$ cat src/hha_pkg.sv
// Shared types, constants and helpers for the handle heap allocator.
// No dependencies.
package hha_pkg;

	localparam int NUM_HANDLES     = 256;
	localparam int HANDLE_W        = 8;
	localparam int NUM_CHUNKS      = 4;
	localparam int CHUNK_W         = 2;
	localparam int CNT_W           = 3;
	localparam int MAX_CHUNK_BYTES = 4096;
	localparam int BYTES_W         = 13;
	localparam int OFFSET_W        = 13;  // internal offset, may reach a full chunk
	localparam int OFFSET_OUT_W    = 12;
	localparam int SIZE_W          = 16;
	localparam int RSIZE_W         = 17;
	localparam int SCAN_W          = HANDLE_W + 1;
	localparam int KEY_W           = CHUNK_W + OFFSET_W + HANDLE_W;

	typedef enum logic [1:0] {
		OP_ALLOC   = 2'd0,
		OP_RESIZE  = 2'd1,
		OP_RELEASE = 2'd2,
		OP_NOP     = 2'd3
	} op_t;

	localparam logic [1:0] ST_OK        = 2'd0;
	localparam logic [1:0] ST_NO_HANDLE = 2'd1;
	localparam logic [1:0] ST_NO_SPACE  = 2'd2;

	localparam logic [1:0] REG_CHUNK_COUNT = 2'd0;
	localparam logic [1:0] REG_CHUNK_BYTES = 2'd1;
	localparam logic [1:0] REG_LAST_BYTES  = 2'd2;

	typedef enum logic [3:0] {
		S_IDLE,
		S_DECODE,
		S_SCAN,
		S_COMMIT,
		S_REREAD,
		S_REPORT,
		S_C_INIT,
		S_C_SCAN,
		S_C_PICK,
		S_C_PLACE,
		S_C_COPY
	} state_t;

	typedef struct packed {
		logic [CHUNK_W-1:0]  chunk;
		logic [OFFSET_W-1:0] offset;
	} place_t;

	typedef struct packed {
		place_t              place;
		logic [SIZE_W-1:0]   size;
	} entry_t;

	typedef struct packed {
		logic               clear;
		logic               set;
		logic               add;
		logic [CHUNK_W-1:0] idx;
		logic [BYTES_W-1:0] val;
	} fill_cmd_t;

	function automatic logic [RSIZE_W-1:0] round4(input logic [SIZE_W-1:0] s);
		logic [RSIZE_W-1:0] t;
		t = {1'b0, s} + RSIZE_W'(3);
		return {t[RSIZE_W-1:2], 2'b00};
	endfunction

	function automatic logic [CNT_W-1:0] sat_count(input logic [CNT_W-1:0] c);
		logic [CNT_W-1:0] r;
		r = c;
		if (c == '0) r = CNT_W'(1);
		else if (c > CNT_W'(NUM_CHUNKS)) r = CNT_W'(NUM_CHUNKS);
		return r;
	endfunction

	function automatic logic [BYTES_W-1:0] sat_cap(input logic [BYTES_W-1:0] v);
		logic [BYTES_W-1:0] r;
		r = v;
		if (v > BYTES_W'(MAX_CHUNK_BYTES)) r = BYTES_W'(MAX_CHUNK_BYTES);
		return r;
	endfunction

endpackage

$ cat src/hha_chunk_unit.sv
// Chunk fill registers, capacities and first-fit chunk search.
// Depends on hha_pkg.
module hha_chunk_unit
	import hha_pkg::*;
(
	input  logic                clk,
	input  logic                arst_n,
	input  logic [CNT_W-1:0]    cfg_count,
	input  logic [BYTES_W-1:0]  cfg_bytes,
	input  logic [BYTES_W-1:0]  cfg_last,
	input  logic [RSIZE_W-1:0]  req_size,
	input  fill_cmd_t           cmd,
	input  logic [CNT_W-1:0]    cap_sel,
	output logic [CNT_W-1:0]    cnt,
	output logic                hit,
	output logic [CHUNK_W-1:0]  hit_chunk,
	output logic [OFFSET_W-1:0] hit_offset,
	output logic [BYTES_W-1:0]  cap_val
);

	logic [BYTES_W-1:0] fill_q [NUM_CHUNKS];
	logic [BYTES_W-1:0] cap    [NUM_CHUNKS];

	assign cnt = sat_count(cfg_count);

	always_comb begin
		hit       = 1'b0;
		hit_chunk = '0;
		for (int c = 0; c < NUM_CHUNKS; c++) begin
			cap[c] = (CNT_W'(c + 1) == cnt) ? sat_cap(cfg_last) : sat_cap(cfg_bytes);
		end
		// lowest chunk with room wins
		for (int c = NUM_CHUNKS - 1; c >= 0; c--) begin
			if ((CNT_W'(c) < cnt) && (fill_q[c] <= cap[c]) &&
			    ({{(RSIZE_W-BYTES_W){1'b0}}, cap[c] - fill_q[c]} >= req_size)) begin
				hit       = 1'b1;
				hit_chunk = CHUNK_W'(c);
			end
		end
		hit_offset = fill_q[hit_chunk];
		cap_val    = cap[cap_sel[CHUNK_W-1:0]];
	end

	always_ff @(posedge clk or negedge arst_n) begin
		if (!arst_n) begin
			for (int c = 0; c < NUM_CHUNKS; c++) fill_q[c] <= '0;
		end else if (cmd.clear) begin
			for (int c = 0; c < NUM_CHUNKS; c++) fill_q[c] <= '0;
		end else if (cmd.set) begin
			fill_q[cmd.idx] <= cmd.val;
		end else if (cmd.add) begin
			fill_q[cmd.idx] <= fill_q[cmd.idx] + cmd.val;
		end
	end

endmodule

$ cat config.mk
export PLATFORM = sky130hd
export DESIGN_NAME = hha_chunk_unit
export DESIGN_NICKNAME = d
export VERILOG_FILES = /design/src/hha_pkg.sv /design/src/hha_chunk_unit.sv
export SDC_FILE = /design/constraint.sdc
export NUM_CORES = 1
export LEC_CHECK = 0
export ABC_AREA = 1
export ABC_CLOCK_PERIOD_IN_PS = 7500
export BUFFER_PORTS_ARGS = -buffer_cell sky130_fd_sc_hd__buf_4
export CORE_AREA = 2 2 162 164
export DETAILED_ROUTE_END_ITERATION = 6
export DIE_AREA = 0 0 164 166
export GPL_ROUTABILITY_DRIVEN = 1
export PLACE_DENSITY = 0.54
export SKIP_LAST_GASP = 1
export SYNTH_ARGS = -nofsm -noshare
export SYNTH_HDL_FRONTEND = slang
export SYNTH_SLANG_ARGS = --single-unit
$ cat constraint.sdc
create_clock -name clk -period 7.5 [get_ports clk]
set_input_delay 1.125 -clock clk [delete_from_list [all_inputs] [get_ports clk]]
set_output_delay 1.125 -clock clk [all_outputs]
set_load 0.01 [all_outputs]
==> run metrics, run 1 <==
P_leak between 0.005 and 0.006 µW; first-pass GRT wire length 50200 µm; CP peak stage delay 0.43 ns; gr ovfl total 0; synthesized cell area 0.00877 mm²; pwr/cell area 161 mW/mm²; Top Registers fill_q x52; drt total wl 32800 µm; register area share after synthesis ~15%; share of power burned in registers 19.3%; Gate power share 64.1%; Area growth, synth to finish 14.3%; Crit path top cell by count nand2_1; gr usage total 23.9%; DP HPWL 27400 µm; Initial Util 34.2%; fin nets 1658; Top reg by flops fill_q; fin. max-slew vios 0; sw frac 47.7%; synth warn 0; Worst R2R Start fill_q[26]; post-synthesis register bit count 52; htree depth 2; Sink Count 52; EDFF count, synth 0; Vias 9566; Worst VDD drop 0.000112 V; post-CTS setup buffer count 0; CORE AREA about 0.026 mm²; Synth area leaders ha_1 (17%), dfrtp_1 (15%), nand2_1 (14%); Ports about 100; status finished clean; top post-synthesis cells by count nand2_1 (320), inv_1 (234), nand3_1 (131); CTS tree built; nature of the critical path endpoint output pin; setup TNS 0 ns; chip height 166 µm; switching power 769 µW; Port-buffer cells 99; Worst Path Required 6.38 ns; RSZ-0062 raised after global routing no; Remaining DRCs 0; Synth Flop Type dfrtp_1; first drt pass iteration count 6; startpoint types input port; Num CTS Buffers 5; post-synthesis async set-or-reset flop share 100%; Max FO, Critical Path 14; Final Cycle Share 96.6%; root buf cell clkbuf_16; worst slew pin tran 1.29 ns; share of cells above drive strength 1 10.7%; row count 59; Clk pwr share roughly 17%; post-layout minimum cycle time 7.24 ns; cts hold-fix bufs 0; Finish-stage setup viols 0; Setup CP Type input port to output pin; CTS max path bufs 2; pre-CTS WS 0.314 ns; Largest register FFs 52; Die Wd between 150 and 200 µm; max-cap check violation count 0; Die ar. 0.0272 mm²; worst relative slew slack 13.5%; arrival time of data at the critical path endpoint 6.12 ns; slowest CP cell fa_1; P_int about 840 µW; syn nets 1574; final-report hold violation count 0; hold path start fill_q[4]; ANT cells 0; Cells after Synth 1384; Max Clk Rate 138 MHz; Mapped Avg Cell Area about 6.3 µm²; cts repair resizes 0; FILL cells between 2k and 3k; Synth top area share between 10% and 20%; Distinct cells, synth 51; Worst-Skew Late Latency approximately 0.3 ns; Avg WL per Cell 18.2 µm; fin worst setup slack 0.256 ns; vias in the first global route roughly 8.9k; most common cell in the netlist nand2_1; antenna violations before repair 0; largest net degree at the start of global routing 53; CTS clock-pin slew for the worst setup and hold paths 0.07 ns; vias per cell approximately 5.3; gpl congestion roughly 0.95; DRT iter0 DRCs ~750; Antenna Nets Post-Route 0; crit path launch cfg_bytes[8]; Min-Delay Path Class flip-flop to flip-flop; Yosys top cell by area ha_1; Worst Clk Skew 0.00813 ns
-- cells by family after synthesis --
group / Yosys count / synth area share [%]
xor gates and xnor gates: 46 / 4.59
DFF: 52 / 14.8
and+or+nand+nor: 610 / 31.2
muxes: 2 / 0.228
buffers and inverters: 278 / 12.4
AOI/OAI and AO/OA: 275 / 19.1
adders and majority gates: 121 / 17.7
-- routing by layer --
| metal | global-route usage [%] | wire (µm) | vias to the layer above |
|---|---|---|---|
| li1 | - | - | 4776 |
| met1 | 33.6 | 14900 | 4405 |
| met2 | 38.7 | 15100 | 336 |
| met3 | 1.62 | 1800 | 49 |
| met4 | 7.86 | 1050 | 0 |
| met5 | 0 | 0 | - |
-- critical path, delay by kind of cell --
kind | cells | cell delay, ns
AND/OR/NAND/NOR | 17 | 2.43
adder cells (fa/ha/maj) | 3 | 1.11
AO/OA/AOI/OAI | 3 | 0.67
buffers and inverters | 3 | 0.43
XOR/XNOR | 1 | 0.34
-- worst paths after layout --
path / cells past startpoint / endpoint / slack, ns
worst max-delay path: 27 / hit_offset[12] / 0.26
worst min-delay path: 2 / fill_q[4] / 0.60
worst max register to register: 13 / fill_q[23] / 4.42
worst min register to register: 2 / fill_q[4] / 0.60
max in group asynchronous: 1 / fill_q[16] / 6.18
min in group asynchronous: 1 / fill_q[11] / 0.85
-- power groups by stage --
stage	Combinational, µW	Clock, µW	Sequential [µW]
floorplan	715	0	313
global placement	1010	0	316
detailed placement	1020	0	317
CTS	1020	271	311
global route	1160	281	314
finish	1030	267	311
-- final cells by class --
| type | count | area [µm²] | area share [%] |
|---|---|---|---|
| clock buffers | 5 | 125 | 1.25 |
| multi-input cells | 1054 | 6380 | 63.6 |
| clock inverters | 3 | 46.3 | 0.462 |
| repair buffers | 112 | 845 | 8.42 |
| flip-flops and latches | 52 | 1300 | 13.0 |
| inverters | 243 | 913 | 9.11 |
| well taps | 335 | 419 | 4.18 |
-- metrics by stage --
| step | total power, µW | hold WS (ns) | util (%) | cell area [µm²] | cells |
|---|---|---|---|---|---|
| 2_1_floorplan | 1030 | 0.513 | - | 8770 | 1384 |
| 3_3_place_gp | 1330 | 0.565 | 38.5 | 9860 | 1796 |
| 3_5_place_dp | 1330 | 0.578 | 38.5 | 9860 | 1796 |
| 4_1_cts | 1610 | 0.600 | 39.1 | 10000 | 1804 |
| 5_1_grt | 1760 | 0.632 | 39.2 | 10000 | 1804 |
| 6_report | 1610 | 0.600 | 39.2 | 10000 | 1804 |
-- placed cells by master (no fill, tap or decap), types with 7 or more instances in the layout --
cell type    n
a21o_1       9
or2_2       10
nand2_1    320
o221ai_1    14
dfrtp_1     52
o32ai_1     12
a22oi_1     13
nor2_1      92
nand3_1    131
nor3_1       8
nand4_1     21
o21a_1      30
o22ai_1     13
xor2_1      31
inv_1      234
xnor2_1     15
buf_4      111
o21ai_0     76
a31oi_1      7
a21oi_1     82
ha_1       116
Note: power is estimated with default switching activity, not from simulation.
==> inputs of run 2 (changes only) <==
ABC_AREA = 0   (was 1)
CORE_AREA = 2 2 154 156   (was 2 2 162 164)
DIE_AREA = 0 0 156 158   (was 0 0 164 166)
==> run 2 against run 1 <==
  * Worst hold slack worse by 0.062 ns
  * Critical path depth decreased by 1
  * Critical endpoint is now hit_offset[4]
  * Fmax down 0.73%
  * Final area down 8.3%
  * Largest power group unchanged
  * Register-to-register slack got worse by 0.34 ns
==> run metrics, run 2 <==
first drt pass iteration count 5 (-1); Antenna Nets Post-Route 0 (unchanged); Worst-Skew Late Latency 0.29 ns (about the same); FILL cells 2379 (-14%); CTS max path bufs 2 (unchanged); Reg2Reg Setup Slack 4.08 ns (-0.34 ns); Top Registers fill_q x52; Synth area leaders ha_1 (18%), dfrtp_1 (16%), o21ai_0 (7.3%); Yosys top cell by area ha_1; cts hold-fix bufs 0 (unchanged); Min-Delay Path Class flip-flop to flip-flop; gpl congestion 0.940 (-1.3%); Largest register FFs 52 (unchanged); largest net degree at the start of global routing 53 (unchanged); Num CTS Buffers 5 (unchanged); CORE AREA 0.0231 mm² (-10%); Area growth, synth to finish 15.9%; Port-buffer cells 99 (unchanged); Gate power share 57.9% (-6.2 points); Synth top area share 18.3% (+1.7 points); antenna violations before repair 0 (unchanged); switching power 534 µW (-31%); Top reg by flops fill_q; row count 56 (-5.1%); syn nets 1180 (-25%); vias per cell 5.39 (+1.7%); P_leak 0.00420 µW (-23%); pwr/cell area 141 mW/mm² (-13%); Synth Flop Type dfrtp_1; utilization after layout 39.9% (+0.75 points); Remaining DRCs 0 (unchanged); max-cap check violation count 0 (unchanged); synthesized cell area 0.00794 mm² (-9.5%); fin nets 1269 (-23%); arrival time of data at the critical path endpoint 6.17 ns (+0.05 ns); post-layout minimum cycle time 7.30 ns (+0.0537 ns); top post-synthesis cells by count nand2_1 (127), ha_1 (116), o21ai_0 (116); Final Cycle Share 97.3% (+0.72 points); Sink Count 52 (unchanged); CTS tree built; CTS clock-pin slew for the worst setup and hold paths 0.06 ns (about the same); Mapped Avg Cell Area 8.02 µm² (+26%); gr ovfl total 0 (unchanged); drt total wl 25100 µm (-24%); DRT iter0 DRCs 460 (-39%); Clk pwr share 17.8% (+1.2 points); hold path start fill_q[50]; P_int 760 µW (-9.9%); root buf cell clkbuf_16; Worst VDD drop 0.0000947 V (-16%); most common cell in the netlist nand2_1; Setup CP Type input port to output pin; htree depth 2 (unchanged); Die ar. 0.0246 mm² (-9.5%); Cells after Synth 990 (-28%); startpoint types input port; EDFF count, synth 0 (unchanged); hold endpoint fill_q[50]; Avg WL per Cell 18.3 µm (+0.65%); fin. max-slew vios 0 (unchanged); nature of the critical path endpoint output pin; share of cells above drive strength 1 16.5% (+5.8 points); commonest cells after routing, fill and taps aside nand2_1 (127), ha_1 (116), o21ai_0 (113), buf_4 (112), inv_1 (89); status finished clean; RSZ-0062 raised after global routing yes; Die Wd 156 µm (-4.9%); Hold Path Depth 2 (unchanged); ANT cells 0 (unchanged); Max FO, Critical Path 27 (+13); synth warn 0 (unchanged); share of power burned in registers 24.3% (+5.0 points); Distinct cells, synth 65 (+27%); gr usage total 20.5% (-3.4 points); Worst R2R Path Depth 11 (-2); Worst R2R Start fill_q[39]; register area 0.00130 mm² (unchanged); vias in the first global route 7063 (-20%); DP HPWL 21000 µm (-23%); register area share after synthesis 16.4% (+1.6 points); post-synthesis register bit count 52 (unchanged); sw frac 41.2% (-6.4 points); Vias 7390 (-23%); FF-to-FF End fill_q[38]; crit path launch cfg_count[2]; worst relative slew slack 54.4% (+41 points); Finish-stage setup viols 0 (unchanged); Max Clk Rate 137 MHz (-0.73%); Worst Clk Skew 0.00351 ns (-0.00462 ns); setup TNS 0 ns (unchanged); first-pass GRT wire length 39300 µm (-22%); chip height 158 µm (-4.8%); Worst Path Required 6.38 ns (about the same); final-report hold violation count 0 (unchanged); Initial Util 34.4% (+0.18 points); post-synthesis async set-or-reset flop share 100% (unchanged); Ports 101 (unchanged); Multi-input gate area 0.00616 mm² (-3.4%); leading cell type in the layout, fill and taps excluded nand2_1; worst slew pin tran 0.683 ns (-0.610 ns)
run 2: cell types whose count changed after synthesis, sizes merged, moves of 14 or more:
cell and change:
nor2 -43, o21ai +41, nand2b +25, mux2i +42
inv -149, a21o +14, nor2b +29, nand2 -201
o21a -23, mux4 +25, nand3 -127
run 2: final cells by class:
type,instances,share of cell area [%]
timing repair buffer,115,9.70
multi-input combinational,816,67.0
tap,290,3.94
clock buffer,8,1.59
inverter,89,3.63
sequential,52,14.1
run 2: how the worst max path moves through the flow:
stage	to	slack (ns)
2_1_floorplan	hit_offset[10]	0.53
3_3_place_gp	hit_offset[7]	0.11
3_5_place_dp	hit_offset[4]	0.08
4_1_cts	hit_offset[4]	0.05
5_1_grt	hit_offset[7]	-0.04
6_report	hit_offset[4]	0.20
run 2: what timing repair did:
action | 4_1_cts | 5_1_grt
resized for setup | 0 | 15
setup endpoints to repair | 0 | 15
setup buffers | 0 | 1
run 2: critical path: stages:
cell and delay (ns):
buf_4 0.14, and2b_1 0.23, nand2_2 0.09, a21oi_1 0.22, ha_1 0.20, inv_1 0.06
fa_1 0.40, a21o_1 0.23, a21oi_2 0.21, nor2b_1 0.07, o21a_1 0.18, o311a_1 0.31
o21a_1 0.17, o21ai_1 0.17, nor2b_1 0.18, xnor2_1 0.14, ha_1 0.27, a21o_1 0.18
a21o_1 0.17, a221o_2 0.34, a32oi_2 0.24, nor3_4 0.06, buf_12 0.19, mux2i_1 0.14
mux2i_1 0.26, buf_4 0.18
run 2: metrics by stage:
| stage | total power [µW] | hold WS, ns | instance area, µm² | worst slack, ns | instances |
|---|---|---|---|---|---|
| after floorplan | 836 | 0.487 | 7940 | 0.525 | 990 |
| after global placement | 1050 | 0.513 | 9010 | 0.108 | 1361 |
| after detailed placement | 1060 | 0.527 | 9010 | 0.0764 | 1361 |
| after CTS | 1290 | 0.535 | 9160 | 0.0504 | 1369 |
| after global routing | 1410 | 0.574 | 9200 | -0.0379 | 1370 |
| final | 1290 | 0.538 | 9200 | 0.202 | 1370 |
run 2: kinds of logic (layout without fill, tap and decap cells):
family,Yosys count,count (layout),synth area share (%)
fa+ha+maj,121,121,19.5
compound gates,291,291,22.4
mux,72,72,13.1
xor+xnor,46,46,5.08
simple gates,286,286,17.1
flops,52,52,16.4
buf+inv,122,212,6.37
run 2: power by group through the flow:
stage / sequential (µW) / combinational [µW] / clock [µW]
2_1_floorplan: 311 / 525 / 0
3_3_place_gp: 318 / 732 / 0
3_5_place_dp: 319 / 739 / 0
4_1_cts: 313 / 743 / 236
5_1_grt: 316 / 847 / 246
6_report: 314 / 749 / 230
run 2: per-layer routing:
| metal | track usage (%) | up-vias | part of all wire [%] |
|---|---|---|---|
| met2 | 34.9 | 178 | 47 |
| met5 | 0 | - | 0 |
| met3 | 1.45 | 13 | 4.4 |
| li1 | - | 3719 | - |
| met1 | 29.1 | 3480 | 47 |
| met4 | 3.32 | 0 | 1.2 |
